[config.mk]
export PLATFORM = sky130hd
export DESIGN_NAME = positional_ordered_list_unit
export DESIGN_NICKNAME = d
export VERILOG_FILES = /design/src/design/pol_pkg.sv /design/src/design/pol_cells.sv /design/src/design/positional_ordered_list_unit.sv
export SDC_FILE = /design/constraint.sdc
export NUM_CORES = 2
export LEC_CHECK = 0
export BUFFER_PORTS_ARGS = -buffer_cell sky130_fd_sc_hd__buf_2
export CORE_UTILIZATION = 45
export DETAILED_ROUTE_END_ITERATION = 7
export GPL_ROUTABILITY_DRIVEN = 0
export GPL_TIMING_DRIVEN = 0
export PLACE_DENSITY_LB_ADDON = 0.2
export REMOVE_ABC_BUFFERS = 1
export SLEW_MARGIN = 20
export SYNTH_ARGS = -nofsm -noshare
export SYNTH_HDL_FRONTEND = slang
export SYNTH_SLANG_ARGS = --single-unit
[constraint.sdc]
create_clock -name clk -period 7.1 [get_ports clk]
set_clock_uncertainty 0.05 [all_clocks]
set_input_delay 1.065 -clock clk [delete_from_list [all_inputs] [get_ports clk]]
set_output_delay 1.065 -clock clk [all_outputs]
set_load 0.005 [all_outputs]
[src/design/pol_pkg.sv]
package pol_pkg;

    localparam int DEPTH  = 16;
    localparam int WIDTH  = 32;
    localparam int FUNC_W = 2;
    localparam int POS_W  = 5;
    localparam int STAT_W = 2;
    localparam int IDX_W  = $clog2(DEPTH);
    localparam int CNT_W  = $clog2(DEPTH + 1);
    // Wide enough for position and count + 1 without overflow.
    localparam int CMP_W  = ((POS_W > CNT_W) ? POS_W : CNT_W) + 1;

    typedef enum logic [FUNC_W-1:0] {
        FUNC_INSERT = 2'd0,
        FUNC_DELETE = 2'd1,
        FUNC_READ   = 2'd2
    } func_t;

    typedef enum logic [STAT_W-1:0] {
        STATUS_OK    = 2'd0,
        STATUS_RANGE = 2'd1,
        STATUS_FULL  = 2'd2
    } status_t;

    typedef struct packed {
        logic             ins;
        logic             del;
        logic [IDX_W-1:0] slot;
        logic [WIDTH-1:0] value;
    } cell_cmd_t;

endpackage

[src/design/pol_cells.sv]
module pol_cells (
    input  logic                          clk,
    input  logic                          rst_n,
    input  pol_pkg::cell_cmd_t            cmd,
    input  logic [pol_pkg::IDX_W-1:0]     rd_slot,
    output logic [pol_pkg::WIDTH-1:0]     rd_data,
    output logic [pol_pkg::CNT_W-1:0]     count
);

    logic [pol_pkg::WIDTH-1:0] entry_reg [pol_pkg::DEPTH];
    logic [pol_pkg::CNT_W-1:0] count_reg;
    logic [pol_pkg::CNT_W-1:0] count_next;

    // Each cell picks hold, load or a neighbour's value from its own compare with the slot.
    for (genvar k = 0; k < pol_pkg::DEPTH; k++) begin : g_cell
        logic [pol_pkg::WIDTH-1:0] prev_val;
        logic [pol_pkg::WIDTH-1:0] succ_val;
        logic                      at_slot;
        logic                      past_slot;

        if (k == 0) begin : g_first
            assign prev_val = entry_reg[k];
        end else begin : g_prev
            assign prev_val = entry_reg[k-1];
        end

        if (k == pol_pkg::DEPTH - 1) begin : g_last
            assign succ_val = entry_reg[k];
        end else begin : g_succ
            assign succ_val = entry_reg[k+1];
        end

        assign at_slot   = (pol_pkg::IDX_W'(k) == cmd.slot);
        assign past_slot = (pol_pkg::IDX_W'(k) > cmd.slot);

        always_ff @(posedge clk)
        begin
            if (cmd.ins)
            begin
                if (at_slot)
                begin
                    entry_reg[k] <= cmd.value;
                end
                else if (past_slot)
                begin
                    entry_reg[k] <= prev_val;
                end
            end
            else if (cmd.del && (at_slot || past_slot))
            begin
                entry_reg[k] <= succ_val;
            end
        end
    end

    always_comb
    begin
        count_next = count_reg;
        if (cmd.ins)
        begin
            count_next = count_reg + pol_pkg::CNT_W'(1);
        end
        else if (cmd.del)
        begin
            count_next = count_reg - pol_pkg::CNT_W'(1);
        end
    end

    always_ff @(posedge clk or negedge rst_n)
    begin
        if (!rst_n)
        begin
            count_reg <= '0;
        end
        else
        begin
            count_reg <= count_next;
        end
    end

    assign rd_data = entry_reg[rd_slot];
    assign count   = count_reg;

endmodule

[src/design/positional_ordered_list_unit.sv]
// Bounded list of up to sixteen 32-bit values addressed by 1-based position, taking
// insert, delete and read transactions. One transaction is accepted every clock cycle
// unless in_stall is high (a result held by out_stall blocks the input register). The
// transaction waits in the input register, then completes in a single pass through the
// row of list cells (each cell shifting, holding or loading on its own position compare)
// into the result register. Every transaction yields exactly one result with a status
// (ok, position out of range, list full), the entry count after the operation and,
// for a successful read, the value found. The list is empty after reset.
module positional_ordered_list_unit (
    input  logic                           clk,
    input  logic                           rst_n,
    input  logic                           in_valid,
    output logic                           in_stall,
    input  logic [pol_pkg::FUNC_W-1:0]     func,
    input  logic [pol_pkg::POS_W-1:0]      position,
    input  logic signed [pol_pkg::WIDTH-1:0] value_in,
    output logic                           out_valid,
    input  logic                           out_stall,
    output logic signed [pol_pkg::WIDTH-1:0] value_out,
    output logic [pol_pkg::STAT_W-1:0]     status,
    output logic [pol_pkg::CNT_W-1:0]      fill_count
);

    logic                        s1_valid_reg;
    logic [pol_pkg::FUNC_W-1:0]  func_reg;
    logic [pol_pkg::POS_W-1:0]   position_reg;
    logic [pol_pkg::WIDTH-1:0]   value_in_reg;

    logic                        out_valid_reg;
    logic [pol_pkg::WIDTH-1:0]   value_out_reg;
    logic [pol_pkg::STAT_W-1:0]  status_reg;
    logic [pol_pkg::CNT_W-1:0]   fill_count_reg;

    logic [pol_pkg::WIDTH-1:0]   value_out_next;
    pol_pkg::status_t            status_next;
    logic [pol_pkg::CNT_W-1:0]   fill_count_next;

    logic                        s1_adv;
    logic                        fire;
    logic [pol_pkg::CMP_W-1:0]   pos_ext;
    logic [pol_pkg::CMP_W-1:0]   cnt_ext;
    logic                        ins_ok_pos;
    logic                        acc_ok_pos;
    logic                        full;
    logic [pol_pkg::POS_W-1:0]   slot_wide;
    logic [pol_pkg::IDX_W-1:0]   slot;
    logic [pol_pkg::WIDTH-1:0]   rd_data;
    logic [pol_pkg::CNT_W-1:0]   count;
    pol_pkg::cell_cmd_t          cmd;

    assign s1_adv   = !out_valid_reg || !out_stall;
    assign in_stall = s1_valid_reg && !s1_adv;
    assign fire     = s1_valid_reg && s1_adv;

    always_ff @(posedge clk or negedge rst_n)
    begin
        if (!rst_n)
        begin
            s1_valid_reg <= 1'b0;
        end
        else if (!in_stall)
        begin
            s1_valid_reg <= in_valid;
        end
    end

    always_ff @(posedge clk)
    begin
        if (in_valid && !in_stall)
        begin
            func_reg     <= func;
            position_reg <= position;
            value_in_reg <= value_in;
        end
    end

    assign pos_ext    = pol_pkg::CMP_W'(position_reg);
    assign cnt_ext    = pol_pkg::CMP_W'(count);
    assign ins_ok_pos = (position_reg != '0) && (pos_ext <= cnt_ext + pol_pkg::CMP_W'(1));
    assign acc_ok_pos = (position_reg != '0) && (pos_ext <= cnt_ext);
    assign full       = (count == pol_pkg::CNT_W'(pol_pkg::DEPTH));
    assign slot_wide  = position_reg - pol_pkg::POS_W'(1);
    // Only used when the position is in range, so the low bits address a real cell.
    assign slot       = slot_wide[pol_pkg::IDX_W-1:0];

    always_comb
    begin
        cmd.ins         = 1'b0;
        cmd.del         = 1'b0;
        cmd.slot        = slot;
        cmd.value       = value_in_reg;
        status_next     = pol_pkg::STATUS_RANGE;
        value_out_next  = '0;
        fill_count_next = count;
        case (pol_pkg::func_t'(func_reg))
            pol_pkg::FUNC_INSERT:
            begin
                if (ins_ok_pos)
                begin
                    if (full)
                    begin
                        status_next = pol_pkg::STATUS_FULL;
                    end
                    else
                    begin
                        status_next     = pol_pkg::STATUS_OK;
                        cmd.ins         = fire;
                        fill_count_next = count + pol_pkg::CNT_W'(1);
                    end
                end
            end
            pol_pkg::FUNC_DELETE:
            begin
                if (acc_ok_pos)
                begin
                    status_next     = pol_pkg::STATUS_OK;
                    cmd.del         = fire;
                    fill_count_next = count - pol_pkg::CNT_W'(1);
                end
            end
            pol_pkg::FUNC_READ:
            begin
                if (acc_ok_pos)
                begin
                    status_next    = pol_pkg::STATUS_OK;
                    value_out_next = rd_data;
                end
            end
            default:
            begin
                status_next = pol_pkg::STATUS_RANGE;
            end
        endcase
    end

    pol_cells u_cells (
        .clk     (clk),
        .rst_n   (rst_n),
        .cmd     (cmd),
        .rd_slot (slot),
        .rd_data (rd_data),
        .count   (count)
    );

    always_ff @(posedge clk or negedge rst_n)
    begin
        if (!rst_n)
        begin
            out_valid_reg <= 1'b0;
        end
        else if (s1_adv)
        begin
            out_valid_reg <= s1_valid_reg;
        end
    end

    always_ff @(posedge clk)
    begin
        if (fire)
        begin
            value_out_reg  <= value_out_next;
            status_reg     <= status_next;
            fill_count_reg <= fill_count_next;
        end
    end

    assign out_valid  = out_valid_reg;
    assign value_out  = value_out_reg;
    assign status     = status_reg;
    assign fill_count = fill_count_reg;

endmodule

### Word level (Yosys, flattened, before mapping)

Memory sizes are Yosys's and may differ from the RTL's. A register that Yosys moved wholly into a read port is not among the register bits.
Cells that the tools add are included.
Widths: inputs -> output; s select.

* memories kept: 1
* logic and storage cells: 337
* register bits after elaboration: 53
* output and inout port bits: 41
* input bits: 43
* RAM bits: 512

* equality and inequality tests: 18
* $add $sub $neg: 4
* order comparisons: 18
* bitwise operators: 32
* reductions and logical operators: 49
* multiplexer cells: 207

Memories
* u_cells.entry_reg: words 16, width 32, rd ports 17, clocked after memory_dff 1, write ports 16, RTL line pol_cells.sv:10 `logic [pol_pkg::WIDTH-1:0] entry_reg [pol_pkg::DEPTH];`

Operators with widths (count)
* $mux 32: 32
* $mux 1: 166
* $eq 4x4->1 const A: 8
* $gt 4x4->1 const A: 8
* $or 1x1->1: 32
* $mux 5: 5
* $logic_and 1x1->1: 21
* $logic_or 1x1->1: 17
* $eq 3x4->1 const A: 4
* $gt 3x4->1 const A: 4
* $pmux 5 s2: 1
* $eq 2x4->1 const A: 2
* $gt 1x4->1 const A: 2
* $gt 2x4->1 const A: 2
* $add 5x1->6 const B: 1
* $le 5x6->1: 1
* $add 5x1->5 const B: 1
* $eq 5x5->1 const B: 1
* $le 5x5->1: 1
* $logic_not 1->1: 5
* $reduce_bool 5->1: 1
* $sub 5x1->5 const B: 1
* $eq 1x4->1 const A: 1
* $logic_not 4->1: 1
* other kinds (9): 10

### Depth between registers and ports, before layout

* word-level depth: 10
* mapped depth: 16
* gate-level depth less buffers: 11

### Cells and area by module

A second synthesis with hierarchy kept.

* cell total of the unflattened synthesis: 3170
* area, all modules: 35157.5 µm²

Modules (own cells, without submodules)
* pol_cells: area each 31745.4 µm², times used 1, seq. area each 15499.9 µm², cells an instance 2947
* positional_ordered_list_unit: area each 3412.0 µm², times used 1, seq. area each 2392.3 µm², cells an instance 223

### Worst setup path before layout

No wires, ideal clock.

* path kind: register -> register
* from: reg position_reg[0] (netlist bit)
* to: mem u_cells.entry_reg[0][0] (netlist bit), enable pin
* path slack: 0.207 ns
* cell stages (with the launch flop): 14
* buffers on the path: 4
* data arrival time: 6.382 ns
* period minus slack after synthesis: 6.893 ns
* required time: 6.589 ns
* library setup time: 0.461 ns
* cell sequence: edfxtp_1 clkbuf_1 clkbuf_1 buf_1 inv_1 ha_1 or4b_4 nand4_1 nor4b_2 a31oi_2 buf_6 nor2_2 o21ai_0 nor3_1

RTL lines
* start: declaration: RTL line positional_ordered_list_unit.sv:26 `logic [pol_pkg::POS_W-1:0] position_reg;`
* start signal: assignment: RTL line positional_ordered_list_unit.sv:72 `position_reg <= position;`
* end: declaration: RTL line pol_cells.sv:10

==> metrics.md <==
| Metric | Value |
|---|---|
| RSZ-0062 raised after global routing | `no` |
| Crit path kind | `reg -> reg` |
| Syn-to-layout area delta | `16.3%` |
| Total clock sinks | `597` |
| First-pass GRT wire length | `around 150,000 um` |
| Max Cap Viol | `0` |
| Number of flip-flops in the largest register | `approximately 510` |
| Mean area per synthesized cell | `12.6 um2` |
| CP max stage cell | `o21ai_1` |
| Max Slew Vio Count | `0` |
| Mapped Cells | `roughly 2,600` |
| Vias/cell | `between 6 and 7` |
| Failing checks | `design-rule violations` |
| H-tree levels | `3` |
| Drt wl/cell | `roughly 28 um` |
| Num CTS Buffers | `70` |
| # diodes | `0` |
| Setup bufs post-CTS | `0` |
| GRT Resource Usage Total | `0.278` |
| Static leakage | `~14 nW` |
| Synthesized area | `~33,000 um2` |
| Min Tclk post-route | `5.56 ns` |
| Die Width | `around 270 um` |
| CTS max path bufs | `3` |
| Max Freq | `~180 MHz` |
| Chip Height | `around 270 um` |
| Initial core utilization | `0.457` |
| CP Cell Sequence | `buf_16 > buf_16 > buf_8 > inv_1 > ha_4 > or4b_4 > nand4_1 > nor4b_2 > a31oi_4 > buf_16 > nor2_4 > buf_16 > o21ai_1 > nor3_2 > buf_4 > buf_4 > buf_4` |
| Die area | `around 76,000 um2` |
| CP arrival | `around 5.9 ns` |
| Initial DRT Pass Iterations | `7` |
| Initial DRC Count | `~2,900` |
| Worst skew pair latency | `~0.61 ns` |
| Final Total Pwr | `roughly 10 mW` |
| Rel. slew slack | `0.256` |
| DRT antenna net count | `0` |
| Type of origin of the critical path | `flop` |
| Grt total ovfl | `0` |
| Register area share after synthesis | `0.534` |
| Ys Warns | `0` |
| Area of the core | `roughly 73,000 um2` |
| Final hold violations | `0` |
| Power Density | `256 nW/um2` |
| Drc violations | `7` |
| Post-detail-place hpwl | `approximately 73,000 um` |
| Peak supply drop | `~190 uV` |
| Min-Delay Path Class | `in -> async` |
| Yosys reg bits | `approximately 600` |
| Share of layout cells above drive strength 1 | `0.212` |
| EDFF count, synth | `590` |
| Tcrit/Tclk final | `0.784` |
| Fin util | `0.531` |
| Max FO, Critical Path | `14` |
| Hold bufs inserted after CTS | `0` |
| Status | `finished, violations left` |
| Nets | `~2,800` |
| Crit-path max cell delay | `0.75 ns` |
| Number of global-route vias before repair | `between 20,000 and 25,000` |
| Largest net degree at the start of global routing | `between 60 and 70` |
| Delay-heaviest family, CP | `buffers and inverters` |
| CTS tree | `built` |
| Clk root buf | `clkbuf_16` |
| CP Launch Point | `position_reg[0]$_DFFE_PP_` |
| Via count | `approximately 24,000` |
| Tightest Pin Transition | `approximately 1.1 ns` |
| Critical Path RT | `around 7.4 ns` |
| Buf/Inv on CP | `9` |
| Routed WL | `104,000 um` |
| FF-to-FF Start | `position_reg[0]$_DFFE_PP_` |
| Reg2Reg Setup Slack | `roughly 1.5 ns` |
| Boundary pin count | `84` |
| Initial antenna violation count | `1` |
| Setup tns final | `0 ns` |
| Placement row count | `99` |
| Fillers | `approximately 6,100` |
| Final setup viols | `0` |
| Clock-pin transition on the worst setup and hold timing paths | `0.06 ns` |
| CP most frequent cell | `buf_16` |
| Number of port buffers | `83` |
| Synth Flop Type | `edfxtp_1` |
| Post-CTS Resized | `0` |
| Ys async rst share | `0.0117` |
| Yosys cell types | `60` |
| Crit end category | `flop` |
where the power goes:
part           switching [mW]  internal [mW]
registers               0.226           4.25
logic                    1.22          0.899
clock network            1.45           1.92
total                    2.90           7.07
cells in the mapped netlist (all sizes together), types with 2 or more instances:
master	count	area share
edfxtp	590	0.53
mux2i	388	0.12
nor2	319	0.036
a21oi	266	0.040
nand2	217	0.024
mux4	160	0.11
o21ai	140	0.021
clkbuf	136	0.015
mux2	128	0.043
buf	96	0.016
a31oi	34	0.0065
and3	33	0.0062
ha	19	0.0071
inv	16	0.0018
nor3	13	0.0031
xnor2	12	0.0031
nand3	10	0.0019
o211ai	8	0.0025
dfrtp	7	0.0052
nand2b	6	0.0011
and2	5	0.00093
nor2b	5	0.00093
a211oi	4	0.0015
a211o	3	0.00078
a221o	3	0.00090
nor4b	3	0.0012
o21a	3	0.00067
a22oi	2	0.00045
a31o	2	0.00052
nor4	2	0.00082
o221ai	2	0.00052
o22ai	2	0.00037
or2	2	0.00037
or3	2	0.00037
metrics by stage:
step / setup WS (ns) / cell area, um2 / std cells / hold slack (ns)
final: 1.54 / 39000 / 3712 / 0.261
after detailed placement: 1.54 / 36900 / 3598 / 0.445
after CTS: 1.53 / 39000 / 3712 / 0.229
after global placement: -13.78 / 34100 / 3459 / 0.421
after global routing: 1.34 / 39000 / 3712 / 0.251
after floorplan: -4.38 / 32400 / 2417 / 0.407
final cells by class:
class / instances / area (um2) / share of cell area
well taps: 959 / 1200 / 0.0308
repair buffers: 222 / 2870 / 0.0738
multi-input cells: 1804 / 14900 / 0.382
clock inverters: 29 / 209 / 0.00536
inverters: 16 / 65.1 / 0.00167
flip-flops and latches: 597 / 17900 / 0.459
clock buffers: 85 / 1830 / 0.0470
cell families (layout without fill, tap and decap cells):
family                   count (synthesis)  after routing  share of synthesized area
XOR/XNOR                                13             13                    0.00340
AO/OA/AOI/OAI                          474            474                     0.0770
adder cells (fa/ha/maj)                 19             19                    0.00710
multiplexers                           676            676                      0.267
AND/OR/NAND/NOR                        622            622                     0.0785
flip-flops                             597            597                      0.534
buffers and inverters                  248            352                     0.0332
worst paths after layout:
| check | end | cells past startpoint |
|---|---|---|
| setup / recovery | u_cells.entry_reg[0][29]$_DFFE_PP_ | 17 |
| hold / removal | u_cells.count[4]$_DFFE_PN0P_ | 1 |
| setup reg to reg | u_cells.entry_reg[0][29]$_DFFE_PP_ | 17 |
| hold reg to reg | out_valid$_DFFE_PN0N_ | 1 |
| max in group asynchronous | s1_valid_reg$_DFFE_PN0N_ | 1 |
| min in group clk | out_valid$_DFFE_PN0N_ | 1 |
cell usage in the layout, fill, tap and decap left out, drive strengths merged, types with 33 or more instances in the layout:
cell and n:
edfxtp 590, mux2i 388, nor2 319, a21oi 266, buf 222, nand2 217
mux4 160, o21ai 140, mux2 128, clkbuf 85, a31oi 34, and3 33
layer usage:
metal,part of all wire,wire [um],track usage
met1,0.42,43600,0.388
met2,0.47,49300,0.442
met3,0.076,7900,0.0404
met5,0,0,0
met4,0.032,3370,0.100
No activity file was read; power rests on OpenSTA's default activity.
